<file path="src/hdl/brl_pkg.sv">
// Shared constants for the Bresenham line rasterizer.
`timescale 1ns / 1ps

package brl_pkg;

    // Default coordinate width; the top level may override it.
    localparam int DEF_COORD_BITS = 12;

    // Fixed field widths.
    localparam int VIEW_BITS    = 12;
    localparam int COLOR_BITS   = 24;
    localparam int CFG_IDX_BITS = 1;

    // Viewport size after reset.
    localparam logic [VIEW_BITS-1:0] VIEW_WIDTH_RESET  = 12'd640;
    localparam logic [VIEW_BITS-1:0] VIEW_HEIGHT_RESET = 12'd480;

    // Request codes carried by req_type.
    localparam logic REQ_LOAD = 1'b0;
    localparam logic REQ_STEP = 1'b1;

    // Configuration register indexes.
    localparam logic [CFG_IDX_BITS-1:0] CFG_VIEW_WIDTH  = 1'd0;
    localparam logic [CFG_IDX_BITS-1:0] CFG_VIEW_HEIGHT = 1'd1;

endpackage

</file>
<file path="src/hdl/brl_skid.sv">
// Two-entry output buffer that decouples the pixel producer from the receiver.
`timescale 1ns / 1ps

module brl_skid #(
    parameter int DATA_W = 8
) (
    input  logic              aclk,
    input  logic              aresetn,
    input  logic              in_valid,
    output logic              in_ready,
    input  logic [DATA_W-1:0] in_data,
    output logic              out_valid,
    input  logic              out_ready,
    output logic [DATA_W-1:0] out_data
);

    logic              out_valid_reg;
    logic [DATA_W-1:0] out_data_reg;
    logic              skid_valid_reg;
    logic [DATA_W-1:0] skid_data_reg;
    logic              in_fire;

    // Ready comes straight from a register, so it never depends on out_ready.
    assign in_ready  = !skid_valid_reg;
    assign in_fire   = in_valid && in_ready;
    assign out_valid = out_valid_reg;
    assign out_data  = out_data_reg;

    always_ff @(posedge aclk) begin
        if (!aresetn) begin
            out_valid_reg  <= 1'b0;
            skid_valid_reg <= 1'b0;
        end else begin
            if (!out_valid_reg || out_ready) begin
                // The output slot frees up: refill from the skid entry first.
                if (skid_valid_reg) begin
                    out_data_reg   <= skid_data_reg;
                    out_valid_reg  <= 1'b1;
                    skid_valid_reg <= 1'b0;
                end else begin
                    out_data_reg  <= in_data;
                    out_valid_reg <= in_fire;
                end
            end else if (in_fire) begin
                // Output is stalled: park the new item in the skid entry.
                skid_data_reg  <= in_data;
                skid_valid_reg <= 1'b1;
            end
        end
    end

endmodule

</file>
<file path="src/hdl/bresenham_line_rasterizer.sv">
// Top level of the Bresenham line rasterizer: setup, stepping and configuration.
`timescale 1ns / 1ps

// Usage:
// The input channel (s_*) takes two kinds of item. A load item (req_type low)
// brings two endpoints and a colour; the block picks the major axis, orders
// the endpoints and primes the error term. A load gives no result. A step
// item (req_type high) emits one pixel on the result channel (m_*) while a
// line is active, with its colour, a viewport flag and a last mark on the
// final pixel; a step with no active line gives nothing. The far endpoint on
// the major axis is not drawn, so a run of length n gives n pixels.
// Each pixel is registered in the output buffer before it reaches m_valid. One
// item is taken in every cycle while s_ready is high; each step works from registers.
// A two-entry output buffer sits before m_*, so when the receiver stalls one
// more item is still taken, after which s_ready drops until a pixel drains.
// The user must write the viewport registers via cfg_we/cfg_addr/cfg_wdata only
// while the block is idle; the block does not enforce this. Reset ends any
// active line, empties the output buffer and sets the viewport to 640 by 480.

module bresenham_line_rasterizer #(
    parameter int COORD_BITS = brl_pkg::DEF_COORD_BITS
) (
    input  logic                               aclk,
    input  logic                               aresetn,
    // Configuration port.
    input  logic                               cfg_we,
    input  logic [brl_pkg::CFG_IDX_BITS-1:0]   cfg_addr,
    input  logic [brl_pkg::VIEW_BITS-1:0]      cfg_wdata,
    // Request channel.
    input  logic                               s_valid,
    output logic                               s_ready,
    input  logic                               s_req_type,
    input  logic signed [COORD_BITS-1:0]       s_from_x,
    input  logic signed [COORD_BITS-1:0]       s_from_y,
    input  logic signed [COORD_BITS-1:0]       s_to_x,
    input  logic signed [COORD_BITS-1:0]       s_to_y,
    input  logic [brl_pkg::COLOR_BITS-1:0]     s_line_color,
    // Pixel channel.
    output logic                               m_valid,
    input  logic                               m_ready,
    output logic signed [COORD_BITS-1:0]       m_pixel_x,
    output logic signed [COORD_BITS-1:0]       m_pixel_y,
    output logic [brl_pkg::COLOR_BITS-1:0]     m_pixel_color,
    output logic                               m_in_view,
    output logic                               m_last
);

    import brl_pkg::*;

    localparam int EXT_W = COORD_BITS + 1;
    localparam int CMP_W = ((COORD_BITS > VIEW_BITS) ? COORD_BITS : VIEW_BITS) + 1;
    localparam int PIX_W = 2 * COORD_BITS + COLOR_BITS + 2;

    // Configuration registers.
    logic [VIEW_BITS-1:0] view_width_reg;
    logic [VIEW_BITS-1:0] view_height_reg;

    // Line state.
    logic                         busy_reg;
    logic                         steep_reg;
    logic signed [COORD_BITS-1:0] run_pos_reg;
    logic signed [COORD_BITS-1:0] run_end_reg;
    logic signed [COORD_BITS-1:0] cross_pos_reg;
    logic                         cross_dir_reg;
    logic [COORD_BITS-1:0]        run_len_reg;
    logic [COORD_BITS-1:0]        cross_len_reg;
    logic signed [EXT_W-1:0]      err_acc_reg;
    logic [COLOR_BITS-1:0]        held_color_reg;

    logic s_fire;
    logic load_fire;
    logic step_fire;

    // Load setup.
    logic signed [EXT_W-1:0]      ld_dx;
    logic signed [EXT_W-1:0]      ld_dy;
    logic [COORD_BITS-1:0]        ld_adx;
    logic [COORD_BITS-1:0]        ld_ady;
    logic                         ld_steep;
    logic signed [COORD_BITS-1:0] ld_a_run;
    logic signed [COORD_BITS-1:0] ld_a_cross;
    logic signed [COORD_BITS-1:0] ld_b_run;
    logic signed [COORD_BITS-1:0] ld_b_cross;
    logic                         ld_swap;
    logic signed [COORD_BITS-1:0] ld_run0;
    logic signed [COORD_BITS-1:0] ld_run1;
    logic signed [COORD_BITS-1:0] ld_cross0;
    logic signed [COORD_BITS-1:0] ld_cross1;
    logic [COORD_BITS-1:0]        ld_run_len;
    logic [COORD_BITS-1:0]        ld_cross_len;

    // Step datapath.
    logic signed [COORD_BITS-1:0] st_px;
    logic signed [COORD_BITS-1:0] st_py;
    logic signed [CMP_W-1:0]      st_px_w;
    logic signed [CMP_W-1:0]      st_py_w;
    logic signed [CMP_W-1:0]      st_vw_w;
    logic signed [CMP_W-1:0]      st_vh_w;
    logic                         st_in_view;
    logic signed [EXT_W-1:0]      st_run_inc;
    logic                         st_fin;
    logic signed [EXT_W-1:0]      st_err_sub;
    logic signed [EXT_W-1:0]      st_err_fix;

    logic             pix_ready;
    logic [PIX_W-1:0] pix_data;
    logic [PIX_W-1:0] out_data;

    assign s_ready   = pix_ready;
    assign s_fire    = s_valid && s_ready;
    assign load_fire = s_fire && (s_req_type == REQ_LOAD);
    assign step_fire = s_fire && (s_req_type == REQ_STEP) && busy_reg;

    // Line setup: the major axis is the one with the larger extent, and the
    // endpoints are ordered so that the run coordinate increases.
    always_comb begin
        ld_dx  = EXT_W'(s_to_x) - EXT_W'(s_from_x);
        ld_dy  = EXT_W'(s_to_y) - EXT_W'(s_from_y);
        ld_adx = ld_dx[EXT_W-1] ? COORD_BITS'(-ld_dx) : ld_dx[COORD_BITS-1:0];
        ld_ady = ld_dy[EXT_W-1] ? COORD_BITS'(-ld_dy) : ld_dy[COORD_BITS-1:0];
        ld_steep = ld_ady > ld_adx;

        ld_a_run   = ld_steep ? s_from_y : s_from_x;
        ld_a_cross = ld_steep ? s_from_x : s_from_y;
        ld_b_run   = ld_steep ? s_to_y   : s_to_x;
        ld_b_cross = ld_steep ? s_to_x   : s_to_y;

        ld_swap   = ld_a_run > ld_b_run;
        ld_run0   = ld_swap ? ld_b_run   : ld_a_run;
        ld_run1   = ld_swap ? ld_a_run   : ld_b_run;
        ld_cross0 = ld_swap ? ld_b_cross : ld_a_cross;
        ld_cross1 = ld_swap ? ld_a_cross : ld_b_cross;

        ld_run_len   = ld_steep ? ld_ady : ld_adx;
        ld_cross_len = ld_steep ? ld_adx : ld_ady;
    end

    // One step: emit the current pixel, then advance along the run and move
    // the cross coordinate when the error term goes negative.
    always_comb begin
        st_px = steep_reg ? cross_pos_reg : run_pos_reg;
        st_py = steep_reg ? run_pos_reg   : cross_pos_reg;

        // Viewport clip in a common width; negative coordinates are outside.
        st_px_w    = CMP_W'(st_px);
        st_py_w    = CMP_W'(st_py);
        st_vw_w    = $signed(CMP_W'(view_width_reg));
        st_vh_w    = $signed(CMP_W'(view_height_reg));
        st_in_view = !st_px_w[CMP_W-1] && (st_px_w < st_vw_w) &&
                     !st_py_w[CMP_W-1] && (st_py_w < st_vh_w);

        st_run_inc = EXT_W'(run_pos_reg) + EXT_W'(1);
        st_fin     = st_run_inc >= EXT_W'(run_end_reg);

        st_err_sub = err_acc_reg - $signed({1'b0, cross_len_reg});
        st_err_fix = st_err_sub + $signed({1'b0, run_len_reg});
    end

    // Configuration writes.
    always_ff @(posedge aclk) begin
        if (!aresetn) begin
            view_width_reg  <= VIEW_WIDTH_RESET;
            view_height_reg <= VIEW_HEIGHT_RESET;
        end else if (cfg_we) begin
            unique case (cfg_addr)
                CFG_VIEW_WIDTH:  view_width_reg  <= cfg_wdata;
                CFG_VIEW_HEIGHT: view_height_reg <= cfg_wdata;
                default: ;
            endcase
        end
    end

    // Line state: a load replaces any active line, a step advances it.
    always_ff @(posedge aclk) begin
        if (!aresetn) begin
            busy_reg <= 1'b0;
        end else if (load_fire) begin
            busy_reg <= ld_run_len != '0;
        end else if (step_fire && st_fin) begin
            busy_reg <= 1'b0;
        end
    end

    always_ff @(posedge aclk) begin
        if (load_fire) begin
            steep_reg      <= ld_steep;
            run_pos_reg    <= ld_run0;
            run_end_reg    <= ld_run1;
            cross_pos_reg  <= ld_cross0;
            cross_dir_reg  <= ld_cross0 < ld_cross1;
            run_len_reg    <= ld_run_len;
            cross_len_reg  <= ld_cross_len;
            err_acc_reg    <= $signed({2'b00, ld_run_len[COORD_BITS-1:1]});
            held_color_reg <= s_line_color;
        end else if (step_fire) begin
            run_pos_reg <= st_run_inc[COORD_BITS-1:0];
            if (st_err_sub[EXT_W-1]) begin
                cross_pos_reg <= cross_dir_reg ? cross_pos_reg + COORD_BITS'(1)
                                               : cross_pos_reg - COORD_BITS'(1);
                err_acc_reg   <= st_err_fix;
            end else begin
                err_acc_reg <= st_err_sub;
            end
        end
    end

    assign pix_data = {st_px, st_py, held_color_reg, st_in_view, st_fin};

    brl_skid #(
        .DATA_W (PIX_W)
    ) u_skid (
        .aclk      (aclk),
        .aresetn   (aresetn),
        .in_valid  (step_fire),
        .in_ready  (pix_ready),
        .in_data   (pix_data),
        .out_valid (m_valid),
        .out_ready (m_ready),
        .out_data  (out_data)
    );

    assign m_pixel_x     = out_data[PIX_W-1 -: COORD_BITS];
    assign m_pixel_y     = out_data[PIX_W-COORD_BITS-1 -: COORD_BITS];
    assign m_pixel_color = out_data[COLOR_BITS+1:2];
    assign m_in_view     = out_data[1];
    assign m_last        = out_data[0];

    // The final pixel of a line always ends it.
    a_fin_ends_line: assert property (@(posedge aclk) disable iff (!aresetn)
        (step_fire && st_fin && !load_fire) |=> !busy_reg)
        else $error("line still active after its last pixel");

    // The error term stays within [0, run length) while a line is active.
    a_err_range: assert property (@(posedge aclk) disable iff (!aresetn)
        busy_reg |-> (!err_acc_reg[EXT_W-1] &&
                      (err_acc_reg < $signed({1'b0, run_len_reg}))))
        else $error("error term out of range");

    // The run axis is the major axis.
    a_major_axis: assert property (@(posedge aclk) disable iff (!aresetn)
        busy_reg |-> (cross_len_reg <= run_len_reg))
        else $error("cross extent exceeds run extent");

    // An active line has not yet reached its far endpoint.
    a_run_bound: assert property (@(posedge aclk) disable iff (!aresetn)
        busy_reg |-> (run_pos_reg < run_end_reg))
        else $error("run position passed the line end");

endmodule

</file>
<file path="config.mk">
export PLATFORM = sky130hd
export DESIGN_NAME = bresenham_line_rasterizer
export DESIGN_NICKNAME = d
export VERILOG_FILES = /design/src/hdl/brl_pkg.sv /design/src/hdl/brl_skid.sv /design/src/hdl/bresenham_line_rasterizer.sv
export SDC_FILE = /design/constraint.sdc
export NUM_CORES = 1
export LEC_CHECK = 0
export BUFFER_PORTS_ARGS = -buffer_cell sky130_fd_sc_hd__buf_2
export CAP_MARGIN = 20
export CELL_PAD_IN_SITES_DETAIL_PLACEMENT = 2
export CELL_PAD_IN_SITES_GLOBAL_PLACEMENT = 2
export CORE_MARGIN = 4
export CORE_UTILIZATION = 39
export CTS_CLUSTER_SIZE = 30
export DETAILED_ROUTE_END_ITERATION = 10
export PLACE_DENSITY = 0.88
export SLEW_MARGIN = 20
export SYNTH_ARGS = -nofsm -noshare
export SYNTH_HDL_FRONTEND = slang
export SYNTH_SLANG_ARGS = --single-unit
</file>
<file path="constraint.sdc">
create_clock -name aclk -period 11.1 [get_ports aclk]
set_input_delay 2.22 -clock aclk [delete_from_list [all_inputs] [get_ports aclk]]
set_output_delay 2.22 -clock aclk [all_outputs]
set_load 0.05 [all_outputs]
</file>
==> impl_metrics.tcl <==
set metrics [dict create \
    cts_tree "yes" \
    instances_no_fill 2121 \
    io-pin-count 143 \
    grt.overflow.total 0 \
    dieWidth_um 204 \
    clkSlewWorstSetupHoldPaths_ns 0.06 \
    nFillCells 3923 \
    dp_hpwl_mm 41.4 \
    place_ws_ns 0.140 \
    synth-edff-count 197 \
    coreArea_um2 37800 \
    numCtsBuffers 26 \
    status "finished, final reports clean" \
    post-route-min-period_ns 10.35 \
    p_total_w 0.00590 \
    seq_area_frac_synth_pct 43.5 \
    grt_pass1_wl_mm 83.4 \
    rsz0062_at_grt "false" \
    route.detailed.drc 0 \
    avgSynthCellArea_um2 10.2 \
    gp_congestion 0.881 \
    grt_pass1_vias 13500 \
    rows 71 \
    synth_top_family_by_area "compound AO/OA/AOI/OAI gates" \
    vias 12200 \
    finalHoldViolCount 0 \
    yosys.area_share.simple_pct 12.3 \
    setup-violations-final 0 \
    ys.flop_type "edfxtp_1" \
    numPortBuffers 142 \
    synthAdderAreaFrac_pct 11.5 \
    p_leak_nw 7.10 \
    hold_class "reg -> reg" \
    post_drt_wl_per_cell_um 26.1 \
    required_ns 11.50 \
    p_per_area_nw_per_um2 344 \
    design.final.nets 1815 \
    fmax_mhz 96.6 \
    final_util_pct 45.4 \
    die-area_um2 41500 \
    place_inst 2072 \
    ir_worst_vdd_mv 0.241 \
    cts_hold_buf 0 \
    worst_clock_skew_ns 0.0367 \
    die-height_um 204 \
    grtUsageTotal_pct 25.9 \
    relSlewSlack_pct 34.7 \
    synthArstFlopShare_pct 0 \
    routed_wl_mm 55.3 \
    root_buffer "clkbuf_16" \
    syn-cell-area_um2 14900 \
    cap_violations 0 \
    critical_path_class "in -> reg" \
    antenna_found_initial 1 \
    avgViaCountPerCell 5.77 \
    setup_slack_ns 0.753 \
    cp_max_fo 71 \
    start_kind "input port" \
    worstSetupEndpointType "register" \
    cp.arrival_ns 10.75 \
    drt_first_pass_iters 5 \
    synth_compound_area_share_pct 14.0 \
    postRouteAntennaNets 0 \
    synth_warnings 0 \
    synth-seq-cells 226 \
    cts_max_path_buffers 3 \
    min_period_over_period_pct 93.2 \
    first_iter_violations 915 \
    slowest_delay_ns 0.44 \
    grt_max_degree 72 \
    worstSkewPairLatency_ns 0.56 \
    htreeDepth 1 \
    critical_path.slowest_cell "fa_1" \
    post_route_cells_drive_above_1_share_pct 19.9 \
    synth_nets 1686 \
    fin_tns_setup_ns 0 \
    area_growth_syn_to_layout_pct 14.9 \
    slew_violations 0 \
    worst_pin_slew_ns 0.978 \
    r2r_slack_ns 7.06 \
    synth_xor_area_share_pct 4.05 \
    antenna-diode-count 0 \
    synth_mux_area_share_pct 10.2 \
    start_util_pct 39.6 \
    clock_sinks 226 \
    cp_common_cell "ha_1" \
    syn_inst 1461 \
    synth_cell_types 78 \
]
-- cells in the final DEF (no fill, tap or decap), drive strengths merged, types with 17 or more instances in the layout --
cell type | netlist | routed
dfxtp | 29 | 29
a21oi | 131 | 131
nor2b | 18 | 18
o21ai | 58 | 58
nor3 | 25 | 25
ha | 129 | 129
inv | 119 | 119
buf | 14 | 157
edfxtp | 197 | 197
clkbuf | 42 | 37
nand3 | 22 | 22
mux2 | 84 | 84
xnor2 | 42 | 42
nand2 | 114 | 114
a21boi | 19 | 19
xor2 | 27 | 27
nor2 | 116 | 116
a21o | 17 | 17
mux2i | 58 | 58
-- worst max-delay path, delay by kind of cell --
family	cells	cell delay, ns
AOI/OAI and AO/OA	14	3.23
and+or+nand+nor	12	1.72
adders and majority gates	5	1.62
buffers and inverters	6	1.13
muxes	1	0.39
xor gates and xnor gates	2	0.34
-- metal layers --
layer,vias up,routed length (um),global-route usage (%)
li1,5569,-,-
met1,6201,22600,32.0
met2,374,28200,46.6
met3,102,2520,3.36
met4,2,2020,8.89
met5,-,20,0
-- final cells by class --
cell class,count,area [um^2],share of cell area [%]
Clock inverter,11,104,0.605
Clock buffer,37,786,4.58
Multi-Input combinational cell,1060,7830,45.6
Timing Repair Buffer,157,856,4.99
Sequential cell,226,6500,37.9
Tap cell,511,639,3.73
Inverter,119,448,2.61
-- where the power goes --
part | leakage, nW | internal [W] | switching, W
Sequential | 2.09 | 0.00120 | 0.000103
Combinational | 4.58 | 0.00136 | 0.00234
Clock | 0.434 | 0.000520 | 0.000374
-- final timing paths --
kind / startpoint / end / cells past startpoint
setup / recovery: s_to_y[0] / cross_dir_reg / 40
hold reg to reg: held_color_reg[8] / u_skid.skid_data_reg[10] / 0
hold / removal: held_color_reg[8] / u_skid.skid_data_reg[10] / 0
setup reg to reg: err_acc_reg[0] / err_acc_reg[11] / 17
-- kinds of logic (layout without fill, tap and decap cells) --
kind of cell | Yosys count | count (layout)
compound gates | 329 | 329
xor+xnor | 69 | 69
simple gates | 386 | 386
buf+inv | 175 | 324
mux | 142 | 142
flops | 226 | 226
fa+ha+maj | 134 | 134
-- cells in the mapped netlist, drive strengths merged (5+ instances only) --
cell / n / share of area [%]
a31o: 5 / 0.29
xor2: 27 / 1.6
clkbuf: 42 / 1.1
a31oi: 12 / 0.50
fa: 5 / 0.67
mux2i: 58 / 3.9
edfxtp: 197 / 40
dfxtp: 29 / 3.9
nor3: 25 / 0.87
nand4: 14 / 0.59
nand2: 114 / 2.9
xnor2: 42 / 2.5
o21bai: 11 / 0.55
o21a: 12 / 0.60
a211oi: 7 / 0.39
nand3: 22 / 0.74
and3: 12 / 0.50
a21o: 17 / 0.85
nor2: 116 / 2.9
mux2: 84 / 6.3
nor4: 9 / 0.38
a21oi: 131 / 4.4
o31ai: 5 / 0.25
or3: 7 / 0.33
o21ai: 58 / 2.0
and2: 12 / 0.50
buf: 14 / 0.39
ha: 129 / 11
a21boi: 19 / 0.96
nor2b: 18 / 0.80
inv: 119 / 3.0
o211ai: 12 / 0.60
nand2b: 15 / 0.63
-- repair_timing --
item	CTS	global route
endpoints found under the setup margin	0	1
setup buffers	0	0
resized for setup	0	6
-- per-stage QoR --
step | area [um^2] | hold WS, ns
detailed placement | 16200 | 0.441
CTS | 17100 | 0.455
global placement | 16200 | 0.431
global route | 17200 | 0.470
floorplan | 14900 | 0.422
finish | 17200 | 0.457
Power figures use the tool's default switching activity.
